--- config.mk ---
export PLATFORM = sky130hd
export DESIGN_NAME = mhd_ctrl
export DESIGN_NICKNAME = d
export VERILOG_FILES = /design/src/mhd_pkg.sv /design/src/mhd_ctrl.sv
export SDC_FILE = /design/constraint.sdc
export NUM_CORES = 1
export LEC_CHECK = 0
export BUFFER_PORTS_ARGS = -buffer_cell sky130_fd_sc_hd__clkbuf_2
export CORE_MARGIN = 2
export CORE_UTILIZATION = 38
export DETAILED_ROUTE_END_ITERATION = 7
export GPL_ROUTABILITY_DRIVEN = 0
export PLACE_DENSITY = 0.84
export SETUP_SLACK_MARGIN = 0.1
export SLEW_MARGIN = 20
export SYNTH_ARGS = -nofsm -noshare
export SYNTH_HDL_FRONTEND = slang
export SYNTH_SLANG_ARGS = --single-unit
--- constraint.sdc ---
create_clock -name clk -period 1.5 [get_ports clk]
set_clock_uncertainty 0.2 [all_clocks]
set_input_delay 0.225 -clock clk [delete_from_list [all_inputs] [get_ports clk]]
set_output_delay 0.225 -clock clk [all_outputs]
set_load 0.005 [all_outputs]
--- src/mhd_pkg.sv ---
`timescale 1ns / 1ps
package mhd_pkg;

    typedef enum logic [3:0] {
        ST_IDLE,
        ST_BS_RD,
        ST_BS_WAIT,
        ST_BS_CMP,
        ST_BEST_RD,
        ST_BEST_WAIT,
        ST_BEST,
        ST_TOP_RD,
        ST_TOP_WAIT,
        ST_TOP_CHK,
        ST_POP_RD,
        ST_POP_WAIT,
        ST_POP_CHK,
        ST_PUSH,
        ST_OUT
    } mhd_state_t;

    // Commands from the controller to the datapath.
    typedef struct packed {
        logic capture;      // latch input item
        logic bs_init;      // start binary search
        logic rd_mid;       // read lines mid and mid+1
        logic bs_step;      // narrow search range
        logic rd_lo;        // read line lo
        logic take_best;    // compute best value
        logic first_run;    // answer zero, empty stack
        logic rd_top;       // read top line
        logic pop;          // drop top line
        logic rd_pair;      // read top two lines
        logic mult;         // start dominance products
        logic push;         // write new line
        logic set_ovf;      // flag overflow
        logic load_out;     // fill output register
    } mhd_cmd_t;

    // Status from the datapath to the controller.
    typedef struct packed {
        logic first;
        logic empty;
        logic bs_done;
        logic slope_gt;
        logic slope_eq;
        logic icpt_gt;
        logic count_ge2;
        logic dominated;
        logic mult_done;
        logic full;
    } mhd_stat_t;

endpackage

--- src/mhd_ctrl.sv ---
`timescale 1ns / 1ps
module mhd_ctrl
    import mhd_pkg::*;
(
    input  logic      clk,
    input  logic      rst_n,
    input  logic      in_valid,
    output logic      in_ready,
    output logic      out_valid,
    input  logic      out_ready,
    input  mhd_stat_t stat,
    output mhd_cmd_t  cmd
);

    mhd_state_t state_reg, state_next;
    logic       ovalid_reg, ovalid_next;

    always_ff @(posedge clk or negedge rst_n)
    begin
        if (!rst_n)
        begin
            state_reg  <= ST_IDLE;
            ovalid_reg <= 1'b0;
        end
        else
        begin
            state_reg  <= state_next;
            ovalid_reg <= ovalid_next;
        end
    end

    assign in_ready  = (state_reg == ST_IDLE);
    assign out_valid = ovalid_reg;

    always_comb
    begin
        state_next  = state_reg;
        ovalid_next = ovalid_reg;
        cmd         = '0;
        if (out_valid && out_ready)
        begin
            ovalid_next = 1'b0;
        end
        case (state_reg)
            ST_IDLE:
            begin
                if (in_valid)
                begin
                    cmd.capture = 1'b1;
                    state_next  = ST_BS_RD;
                end
            end
            ST_BS_RD:
            begin
                if (stat.first || stat.empty)
                begin
                    cmd.first_run = 1'b1;
                    state_next    = ST_TOP_RD;
                end
                else
                begin
                    cmd.bs_init = 1'b1;
                    state_next  = ST_BS_CMP;
                end
            end
            ST_BS_CMP:
            begin
                if (stat.bs_done)
                begin
                    cmd.rd_lo  = 1'b1;
                    state_next = ST_BEST_WAIT;
                end
                else
                begin
                    cmd.rd_mid = 1'b1;
                    state_next = ST_BS_WAIT;
                end
            end
            ST_BS_WAIT:
            begin
                state_next = ST_BEST_RD;
            end
            ST_BEST_RD:
            begin
                // Products of both lines are registered; compare now.
                cmd.bs_step = 1'b1;
                state_next  = ST_BS_CMP;
            end
            ST_BEST_WAIT:
            begin
                state_next = ST_BEST;
            end
            ST_BEST:
            begin
                cmd.take_best = 1'b1;
                state_next    = ST_TOP_RD;
            end
            ST_TOP_RD:
            begin
                if (stat.empty)
                begin
                    state_next = ST_POP_CHK;
                end
                else
                begin
                    cmd.rd_top = 1'b1;
                    state_next = ST_TOP_WAIT;
                end
            end
            ST_TOP_WAIT:
            begin
                state_next = ST_TOP_CHK;
            end
            ST_TOP_CHK:
            begin
                if (stat.slope_gt)
                begin
                    state_next = ST_OUT;
                end
                else if (stat.slope_eq && !stat.icpt_gt)
                begin
                    state_next = ST_OUT;
                end
                else
                begin
                    cmd.pop    = stat.slope_eq;
                    state_next = ST_POP_CHK;
                end
            end
            ST_POP_CHK:
            begin
                if (stat.count_ge2)
                begin
                    cmd.rd_pair = 1'b1;
                    state_next  = ST_POP_RD;
                end
                else
                begin
                    state_next = ST_PUSH;
                end
            end
            ST_POP_RD:
            begin
                state_next = ST_POP_WAIT;
            end
            ST_POP_WAIT:
            begin
                cmd.mult = 1'b1;
                if (stat.mult_done)
                begin
                    if (stat.dominated)
                    begin
                        cmd.pop    = 1'b1;
                        state_next = ST_POP_CHK;
                    end
                    else
                    begin
                        state_next = ST_PUSH;
                    end
                end
            end
            ST_PUSH:
            begin
                if (stat.full)
                begin
                    cmd.set_ovf = 1'b1;
                end
                else
                begin
                    cmd.push = 1'b1;
                end
                state_next = ST_OUT;
            end
            ST_OUT:
            begin
                if (!ovalid_next)
                begin
                    cmd.load_out = 1'b1;
                    ovalid_next  = 1'b1;
                    state_next   = ST_IDLE;
                end
            end
            default:
            begin
                state_next = ST_IDLE;
            end
        endcase
    end

    a_ready_only_idle: assert property (@(posedge clk) disable iff (!rst_n)
        in_ready |-> (state_reg == ST_IDLE))
        else $error("ready outside idle");
    a_load_free: assert property (@(posedge clk) disable iff (!rst_n)
        cmd.load_out |=> out_valid)
        else $error("result not presented");
    a_push_pop: assert property (@(posedge clk) disable iff (!rst_n)
        !(cmd.push && cmd.pop))
        else $error("push and pop together");

endmodule

======== Word level (Yosys, flattened, before mapping) ========
Cells that the tools add are included.
storage, ports and cells
  bits in registers ....................... 5
  latch bits .............................. 0
  memory bits (writable) .................. 0
  bits in read-only memories .............. 0
  input port bits ......................... 14
  output and inout bits ................... 16
  logic and storage cells ................. 65
  memories kept ........................... 0
operators by class
  add/sub/neg operators ................... 0
  multipliers ............................. 0
  div/mod/pow operators ................... 0
  magnitude comparators ................... 0
  equality and inequality tests ........... 17
  shift-type cells ........................ 0
  mux-type cells .......................... 40
  bitwise operators ....................... 0
  reductions and logical operators ........ 6
operators by type and width
  cell                                           count
  case mux 4 bit (15 select lines)               1
  == test 4 bit, second input constant           7
  two-way mux 1 bit                              28
  == test 4 x 3 -> 1 bit, second input constant  4
  two-way mux 4 bit                              4
  two-way mux 3 bit                              4
  == test 4 x 2 -> 1 bit, second input constant  2
  != test 2 bit, second input constant           3
  == test 4 x 1 -> 1 bit, second input constant  1
  zero test 4 bit                                1
  two-way mux 2 bit                              2
  AND reduction 3 bit                            1
  logical AND 1 bit                              2
  case mux 1 bit (2 select lines)                1
  zero test 1 bit                                1
  logical OR 1 bit                               1

======== Longest topological paths before layout ========
Gate-level depths: netlist (run 1).
  depth in word-level cells ............... 5
  depth in mapped cells ................... 5
  depth with buffers taken out ............ 4

======== Worst setup path after synthesis (run 1) ========
OpenSTA, ideal clock, no wires.
  path kind ............................... reg2reg
  from .................................... reg state_reg[3]
  to ...................................... reg state_reg[0]
  setup time .............................. 0.123 ns
  arrival time ............................ 1.171 ns
  required time ........................... 1.177 ns
  slack ................................... 0.006 ns
  cell stages (with the launch flop) ...... 5
  path buffers ............................ 0
  period minus slack after synthesis ...... 1.494 ns
  path through ............................ dfrtp_1 > and2_1 > a32o_2 > nor4_2 > o2bb2ai_2
between the ends
  longest elaborated chain between the ends .. 3
  elaborated cells between the ends (all ways) .. 20
  those cells by class .................... eq/ne: 17; mux: 1; reduce/logical: 2
RTL lines
  what                                              RTL line        text
  from (decl)                                       mhd_ctrl.sv:15  mhd_state_t state_reg, state_next;
  from (signal assigned)                            mhd_ctrl.sv:27  state_reg <= state_next;
  == test 4 bit or zero test 4 bit (tied branches)  mhd_ctrl.sv:44  case (state_reg)
  != test 2 bit (no source line)                    -
  AND reduction 3 bit (no source line)              -
Several ways; a longest one is shown, not always the timed one.
A chain may end at the register's enable or synchronous reset.

==> results of run 1 <==
through the flow:
stage	setup TNS [ns]	hold WS (ns)	power, mW	instance area, um^2
after floorplan	0	-0.271	0.871	548
after CTS	-3.01	0.102	1.81	1000
after global routing	-4.93	0.132	2.20	1090
final	-3.89	0.134	2.10	1090
after global placement	-0.187	-0.156	1.21	783
after detailed placement	-0.376	-0.153	1.23	783
report_power, final:
| part | switching (mW) | internal [mW] |
|---|---|---|
| Combinational | 0.733 | 0.840 |
| Sequential | 0.166 | 0.206 |
| Clock | 0.0580 | 0.101 |
| Total | 0.957 | 1.15 |
cell type report:
type                            instances  area [um^2]  share of cell area
Sequential cell                         5          130               0.120
Timing Repair Buffer                   56          377               0.347
Multi-Input combinational cell         58          515               0.475
Tap cell                               15         18.8              0.0173
Clock buffer                            4         26.3              0.0242
Inverter                                5         18.8              0.0173
layout by cell type, fill, tap and decap left out, types with 2 or more instances in the layout:
| master | Yosys | layout |
|---|---|---|
| a31oi_1 | 2 | 2 |
| a21oi_1 | 3 | 2 |
| nor3_2 | 0 | 3 |
| o21ai_0 | 3 | 2 |
| nor3b_2 | 0 | 2 |
| nor3_4 | 0 | 2 |
| nand2_1 | 7 | 6 |
| nand2b_1 | 5 | 2 |
| and2_1 | 3 | 3 |
| nor3_1 | 8 | 3 |
| clkbuf_2 | 0 | 19 |
| clkbuf_4 | 0 | 3 |
| dfrtp_2 | 0 | 4 |
| nor2b_1 | 3 | 2 |
| nand2b_4 | 0 | 2 |
| inv_1 | 5 | 5 |
| buf_4 | 0 | 19 |
| buf_6 | 0 | 7 |
| buf_2 | 4 | 10 |
| nor4_4 | 0 | 2 |
| nor2_2 | 0 | 2 |
| nor2_1 | 5 | 3 |
logic make-up (layout without fill, tap and decap cells):
group | count (synthesis) | in the layout | synth area share
AND/OR/NAND/NOR | 42 | 42 | 0.474
AO/OA/AOI/OAI | 16 | 16 | 0.217
buffers and inverters | 9 | 65 | 0.0731
flip-flops | 5 | 5 | 0.236
worst max-delay path by stage:
| stage | from | to | cells past startpoint |
|---|---|---|---|
| after detailed placement | state_reg[2] | state_reg[0] | 4 |
| after global routing | state_reg[1] | cmd[0] | 4 |
| after CTS | state_reg[1] | cmd[5] | 4 |
| after floorplan | state_reg[1] | state_reg[2] | 3 |
| final | state_reg[2] | cmd[0] | 4 |
| after global placement | state_reg[2] | state_reg[2] | 5 |
routing by layer:
layer	routed length, um	global-route usage	part of all wire
met1	1010	0.358	0.41
met2	1220	0.547	0.49
met3	179	0.0745	0.072
met4	70	0.0968	0.028
met5	0	0	0
repair_timing:
item,CTS,global route
gates resized for setup,23,23
pin swaps,4,3
endpoints found under the setup margin,18,18
setup buffers,11,2
endpoints found under the hold margin,5,0
hold buffers,1,0
critical path, cell delays in order, from the launching register on:
cell	delay [ns]
dfrtp_2	0.49
buf_4	0.17
nand4b_1	0.18
nor2b_1	0.16
clkbuf_2	0.12
==> results.sh, run 1 <==
export IMPL_outcome="finished with violations"
export IMPL_violations="setup timing"
export IMPL_async_reset_ff_frac=1.00
export IMPL_cts_tree="yes"
export IMPL_ys_seq_area_frac=0.236
export IMPL_yosysWarnings=0
export IMPL_hold_end="state_reg[0]"
export IMPL_io_pins=30
export IMPL_leakagePower_nw=0.537
export IMPL_r2r_setup_slack_ns=-0.15
export IMPL_antenna_left=0
export IMPL_die_x_um=41.4
export IMPL_worst_setup_path_start_kind="flop"
export IMPL_first_pass_iters=4
export IMPL_rows=13
export IMPL_critPathMaxFanout=8
export IMPL_synth_edf_count=0
export IMPL_relSlewSlack=0.773
export IMPL_path_clk_slew_ns=0.05
export IMPL_fin_ws_ns=-0.297
export IMPL_dieArea_um2=1710
export IMPL_hp_class="in2reg"
export IMPL_power_density_nw_per_um2=1940
export IMPL_initial_core_util=0.408
export IMPL_post_route_period_util=1.20
export IMPL_drive_gt1_frac=0.672
export IMPL_grt_pass1_wl_mm=3.31
export IMPL_drc=0
export IMPL_drtIter0Drc=14
export IMPL_min_delay_path_depth=3
export IMPL_num_antenna_cells=0
export IMPL_critPathArrivalTime_ns=1.37
export IMPL_htreeDepth=1
export IMPL_synthFlopType="dfrtp_1"
export IMPL_cp_required_ns=1.07
export IMPL_clk_latency_ns=0.25
export IMPL_synth_area_top_cells="dfrtp_1 24%, nor3_1 7.5%, nand2b_1 5.9%"
export IMPL_avgViaCountPerCell=5.76
export IMPL_fin_crit_ns=1.80
export IMPL_syn_avg_cell_area_um2=7.37
export IMPL_dp_final_hpwl_mm=1.24
export IMPL_core_area_um2=1300
export IMPL_finalHoldViolCount=0
export IMPL_numClockSinks=5
export IMPL_drv_slew=0
export IMPL_cts_path_max_buffers=2
export IMPL_syn_num_nets=86
export IMPL_yosysMostFrequentCell="nor3_1"
export IMPL_max_cap_violations=0
export IMPL_dp_slack_ns=-0.100
export IMPL_rsz0062_at_grt="yes"
export IMPL_synth_distinct_cells=29
export IMPL_min_delay_start="stat[1]"
export IMPL_worst_pin_slew_ns=0.338
export IMPL_worstSetupPathType="reg2out"
export IMPL_antenna_found_initial=0
export IMPL_largest_reg_flops=4
export IMPL_area_growth_synth_to_final_pct=105
export IMPL_ir_drop_v=0.00110
export IMPL_syn_area_um2=531
export IMPL_r2r_end="state_reg[0]"
export IMPL_grt_use_total=0.307
export IMPL_fp_dieH_um=41.4
export IMPL_numPortBuffers=29
export IMPL_nFillCells=72
export IMPL_max_freq_ghz=0.557
export IMPL_synth_commonest_cells="8 x nor3_1, 7 x nand2_1"
export IMPL_clockRootBuffer="clkbuf_4"
export IMPL_grt_max_degree=10
export IMPL_dp_cells=125
export IMPL_synth_top_area_frac=0.236
export IMPL_end_kind="output port"
export IMPL_first_global_vias=743
export IMPL_wirelength_mm=2.49
export IMPL_reg2reg_depth=4
export IMPL_nNetsFinal=143
export IMPL_overflow=0
export IMPL_vias=823
export IMPL_final_cells=143
export IMPL_wire_per_inst_um=17.4
export IMPL_cts_buffers_inserted=3
export IMPL_synth_seq_cells=5
export IMPL_timing_rr_start="state_reg[2]"
export IMPL_syn_instance_count=72
export IMPL_synth_top_area_cell="dfrtp_1"
export IMPL_finalSetupViolCount=18
export IMPL_final_util=0.835
Power figures use the tool's default switching activity.
==> inputs of run 2 (changes only) <==
CORE_UTILIZATION = 35   (was 38)
PLACE_DENSITY = 0.79   (was 0.84)
==> results.sh, run 2 (synthesis results as in run 1) <==
export IMPL_cts_buffers_inserted=3
export IMPL_worstSetupPathType="reg2out"
export IMPL_grt_pass1_wl_mm=3.45
export IMPL_fin_ws_ns=-0.321
export IMPL_worst_setup_path_start_kind="flop"
export IMPL_final_util=0.756
export IMPL_avgViaCountPerCell=5.72
export IMPL_io_pins=30
export IMPL_drc=0
export IMPL_ir_drop_v=0.00100
export IMPL_relSlewSlack=0.718
export IMPL_finalSetupViolCount=18
export IMPL_antenna_left=0
export IMPL_wirelength_mm=2.58
export IMPL_grt_most_used_layer="met2"
export IMPL_vias=841
export IMPL_critPathMaxFanout=6
export IMPL_grt_use_met1=0.265
export IMPL_clk_latency_ns=0.25
export IMPL_finalHoldViolCount=0
export IMPL_antenna_found_initial=0
export IMPL_regArea_um2=130
export IMPL_grt_max_degree=12
export IMPL_max_freq_ghz=0.549
export IMPL_violations="setup timing"
export IMPL_worst_pin_slew_ns=0.420
export IMPL_die_x_um=42.9
export IMPL_first_global_vias=788
export IMPL_power_switching_fraction=0.441
export IMPL_grtUsageMet3=0.0426
export IMPL_clock_power_share=0.078
export IMPL_hold_slack_ns=0.0978
export IMPL_critPathArrivalTime_ns=1.40
export IMPL_cts_tree="yes"
export IMPL_use_met2=0.470
export IMPL_nFillCells=88
export IMPL_rsz0062_at_grt="yes"
export IMPL_final_common_cell="clkbuf_2"
export IMPL_nNetsFinal=146
export IMPL_drv_slew=0
export IMPL_outcome="finished with violations"
export IMPL_grt_use_total=0.253
export IMPL_numPortBuffers=29
export IMPL_num_antenna_cells=0
export IMPL_dp_slack_ns=-0.106
export IMPL_fp_dieH_um=42.9
export IMPL_max_cap_violations=0
export IMPL_area_growth_synth_to_final_pct=107
export IMPL_first_pass_iters=4
export IMPL_p_sw_mw=0.951
export IMPL_drive_gt1_frac=0.649
export IMPL_htreeDepth=1
export IMPL_numClockSinks=5
export IMPL_drtIter0Drc=25
export IMPL_leakagePower_nw=0.527
export IMPL_post_route_period_util=1.21
export IMPL_core_area_um2=1450
export IMPL_layout_common_cells="24 x clkbuf_2, 18 x buf_4, 12 x buf_6"
export IMPL_hp_class="in2reg"
export IMPL_clockRootBuffer="clkbuf_4"
export IMPL_initial_core_util=0.365
export IMPL_multi_input_area_um2=483
export IMPL_dp_final_hpwl_mm=1.26
export IMPL_overflow=0
export IMPL_power_density_nw_per_um2=1960
export IMPL_wire_per_inst_um=17.6
export IMPL_p_int_mw=1.21
export IMPL_rows=14
export IMPL_path_clk_slew_ns=0.05
export IMPL_p_comb_frac=0.754
export IMPL_power_share_sequential=0.168
export IMPL_cts_path_max_buffers=2
export IMPL_dieArea_um2=1840
export IMPL_end_kind="output port"
export IMPL_fin_crit_ns=1.82
export IMPL_largest_reg_flops=4
export IMPL_cp_required_ns=1.07
-- run 2: changes by cell type in the layout (fill, tap and decap cells not counted), moves of 2 or more --
cell / change
buf_2: -6
buf_6: +5
clkbuf_2: +5
nand2_2: +2
nor3_1: +3
nor3_4: -2
-- run 2: path summary, 6_finish.rpt --
kind,endpoint,start,slack [ns],cells past startpoint
hold reg to reg,out_valid,out_valid,0.42,2
hold / removal,state_reg[0],stat[1],0.1,3
setup reg to reg,state_reg[0],state_reg[3],-0.19,5
max in group asynchronous,state_reg[1],rst_n,0.80,2
min in group asynchronous,state_reg[3],rst_n,0.14,2
setup / recovery,cmd[13],state_reg[3],-0.32,4
-- run 2: per-layer routing --
layer,wire (um),vias up
met1,927,375
met2,1310,65
met3,225,19
met4,113,0
met5,0,-
li1,-,382
-- run 2: power groups by stage --
stage | logic [mW] | registers, mW | clock network [mW]
2_1_floorplan | 0.596 | 0.275 | 0
3_3_place_gp | 0.934 | 0.312 | 0
3_5_place_dp | 0.956 | 0.312 | 0
4_1_cts | 1.31 | 0.341 | 0.168
5_1_grt | 1.71 | 0.363 | 0.175
6_report | 1.63 | 0.362 | 0.168
-- run 2: final cells by class --
class / count / share of cell area
repair buffers: 59 / 0.383
flip-flops and latches: 5 / 0.118
multi-input cells: 58 / 0.440
inverters: 5 / 0.0171
well taps: 16 / 0.0182
clock buffers: 4 / 0.0239
-- run 2: critical path, stage by stage (launching register included) --
cell and delay, ns:
dfrtp_2 0.47, buf_4 0.17, nor4_4 0.22, and2_1 0.17
clkbuf_2 0.10
-- run 2: what timing repair did --
item,4_1_cts,5_1_grt
endpoints found under the setup margin,18,20
endpoints found under the hold margin,5,0
gates resized for setup,26,17
pin swaps,5,3
buffers inserted,11,5
hold buffers,1,0
gates cloned,0,0
-- run 2: stage by stage --
step                      TNS [ns]  power (mW)  instances  instance area (um^2)
after CTS                    -3.52        1.82        143                  1010
final                        -4.39        2.16        147                  1100
after global routing         -5.10        2.25        147                  1100
after global placement      -0.408        1.25        127                   792
after detailed placement    -0.576        1.27        127                   792
after floorplan                  0       0.871         72                   548
==> inputs of run 3 (changes only) <==
ABC_AREA = 1   (was default)
TNS_END_PERCENT = 30   (was default)
==> results.sh, run 3 <==
export IMPL_outcome="finished with violations"
export IMPL_violations="setup timing"
export IMPL_top_layer_used="met4"
export IMPL_async_reset_ff_frac=1.00
export IMPL_cts_path_max_buffers=2
export IMPL_drv_slew=0
export IMPL_area_growth_synth_to_final_pct=72.0
export IMPL_wirelength_mm=1.83
export IMPL_tns_ns=-2.39
export IMPL_finalHoldViolCount=0
export IMPL_largest_reg_flops=4
export IMPL_synthFlopType="dfrtp_1"
export IMPL_worstSetupPathType="reg2out"
export IMPL_layout_common_cells="24 x nand2_1, 23 x clkbuf_2, 19 x inv_1"
export IMPL_regArea_um2=129
export IMPL_worst_setup_path_start_kind="flop"
export IMPL_ys_seq_area_frac=0.227
export IMPL_cts_buffers_inserted=3
export IMPL_ir_drop_v=0.00106
export IMPL_fin_ws_ns=-0.191
export IMPL_multi_input_area_um2=423
export IMPL_avgViaCountPerCell=4.77
export IMPL_nFillCells=140
export IMPL_antenna_found_initial=0
export IMPL_numClockSinks=5
export IMPL_synth_seq_cells=5
export IMPL_first_pass_iters=5
export IMPL_syn_avg_cell_area_um2=5.24
export IMPL_dieArea_um2=1910
export IMPL_grt_pass1_wl_mm=2.72
export IMPL_cts_tree="yes"
export IMPL_grt_use_total=0.191
export IMPL_drive_gt1_frac=0.517
export IMPL_worst_setup_path_endpoint="cmd[13]"
export IMPL_timing_rr_start="state_reg[2]"
export IMPL_wl_met1_um=707
export IMPL_syn_instance_count=105
export IMPL_leakagePower_nw=0.605
export IMPL_rsz0062_at_grt="yes"
export IMPL_drtIter0Drc=10
export IMPL_num_antenna_cells=0
export IMPL_hp_class="in2reg"
export IMPL_relSlewSlack=0.862
export IMPL_wire_per_inst_um=10.9
export IMPL_clockRootBuffer="clkbuf_4"
export IMPL_met2_length_um=958
export IMPL_max_cap_violations=0
export IMPL_grt_max_degree=7
export IMPL_fp_dieH_um=43.7
export IMPL_final_common_cell="nand2_1"
export IMPL_power_density_nw_per_um2=1800
export IMPL_min_delay_path_depth=4
export IMPL_critPathMaxFanout=6
export IMPL_syn_num_nets=119
export IMPL_yosysWarnings=0
export IMPL_end_kind="output port"
export IMPL_htreeDepth=1
export IMPL_post_route_period_util=1.13
export IMPL_synth_distinct_cells=14
export IMPL_synth_area_top_cells="dfrtp_1 23%, nand2_1 20%, inv_1 15%"
export IMPL_synth_commonest_cells="29 x nand2_1, 22 x inv_1, 20 x nor2_1, 8 x nand3_1, 5 x dfrtp_1"
export IMPL_fin_crit_ns=1.69
export IMPL_final_area_um2=947
export IMPL_dp_final_hpwl_mm=1.29
export IMPL_worst_pin_slew_ns=0.204
export IMPL_reg2reg_depth=8
export IMPL_first_global_vias=704
export IMPL_rows=14
export IMPL_nNetsFinal=166
export IMPL_die_x_um=43.7
export IMPL_finalSetupViolCount=16
export IMPL_critPathArrivalTime_ns=1.27
export IMPL_max_freq_ghz=0.591
export IMPL_syn_area_um2=551
export IMPL_wl_met3_um=79
export IMPL_yosysMostFrequentCell="nand2_1"
export IMPL_path_clk_slew_ns=0.04
export IMPL_synth_top_area_cell="dfrtp_1"
export IMPL_synth_top_area_frac=0.227
export IMPL_synth_edf_count=0
export IMPL_overflow=0
export IMPL_numPortBuffers=29
export IMPL_placed_area_um2=766
export IMPL_r2r_end="state_reg[2]"
export IMPL_cp_required_ns=1.07
export IMPL_initial_core_util=0.370
export IMPL_antenna_left=0
export IMPL_core_area_um2=1490
export IMPL_cp_startpoint="state_reg[2]"
export IMPL_vias=796
export IMPL_drc=0
export IMPL_clk_latency_ns=0.25
export IMPL_r2r_setup_slack_ns=-0.04
export IMPL_io_pins=30
## run 3: cell count changes in the layout (fill, tap and decap cells not counted), sizes merged, moves of 3 or more
cell and change:
nor2 +18, nor2b -3, nor3 -6, nor4 -3, nand2b -5, nand3 +9
inv +20, buf -16, nand2 +25, and2 -3
## run 3: stage by stage
stage | power (mW) | util | hold WS, ns | setup WS, ns | cells
3_5_place_dp | 1.19 | 0.514 | -0.152 | -0.0212 | 156
4_1_cts | 1.52 | 0.582 | 0.0334 | -0.214 | 164
3_3_place_gp | 1.17 | 0.514 | -0.155 | 0.0173 | 156
6_report | 1.71 | 0.636 | 0.0532 | -0.191 | 167
5_1_grt | 1.86 | 0.636 | 0.0631 | -0.299 | 167
2_1_floorplan | 0.855 | - | -0.271 | 0.119 | 105
## run 3: metal layers
layer  up-vias  GRT usage
li1        407          -
met4         0      0.103
met3         8     0.0250
met2        26      0.332
met5         -          0
met1       355      0.224
## run 3: worst min-delay path by stage
stage,end,slack [ns],start
after floorplan,out_valid,-0.27,rst_n
after global placement,state_reg[2],-0.16,rst_n
after detailed placement,state_reg[1],-0.15,rst_n
after CTS,out_valid,0.03,out_ready
after global routing,out_valid,0.06,out_ready
final,out_valid,0.05,out_ready
## run 3: timing repair
action                                  CTS  global route
setup buffers                             3             3
hold endpoints to repair                  5             0
hold buffers                              1             0
resized for setup                        17            21
endpoints found under the setup margin   18            19
pin swaps                                 8             6
## run 3: final cells by class
class                   instances  area share
multi-input cells              75       0.446
repair buffers                 42       0.267
flip-flops and latches          5       0.136
inverters                      25       0.102
clock buffers                   4      0.0277
well taps                      16      0.0211
## run 3: logic make-up (layout without fill, tap and decap cells)
logic type,count (synthesis),count (layout),synth area share
AND/OR/NAND/NOR,67,67,0.525
buffers and inverters,25,71,0.170
flip-flops,5,5,0.227
AO/OA/AOI/OAI,8,8,0.0773
## run 3: worst max-delay path, cell delays in order, from the launching register on
cell and delay [ns]:
dfrtp_2 0.46, nor2_4 0.15, inv_2 0.07, nor2_4 0.10, inv_1 0.04, nor2_1 0.07, buf_2 0.11
## run 3: report_power, final
| group | switching, mW | leakage, nW | internal (mW) |
|---|---|---|---|
| Sequential | 0.134 | 0.0585 | 0.214 |
| Combinational | 0.675 | 0.532 | 0.526 |
| Clock | 0.0590 | 0.0150 | 0.101 |
| Total | 0.867 | 0.605 | 0.840 |
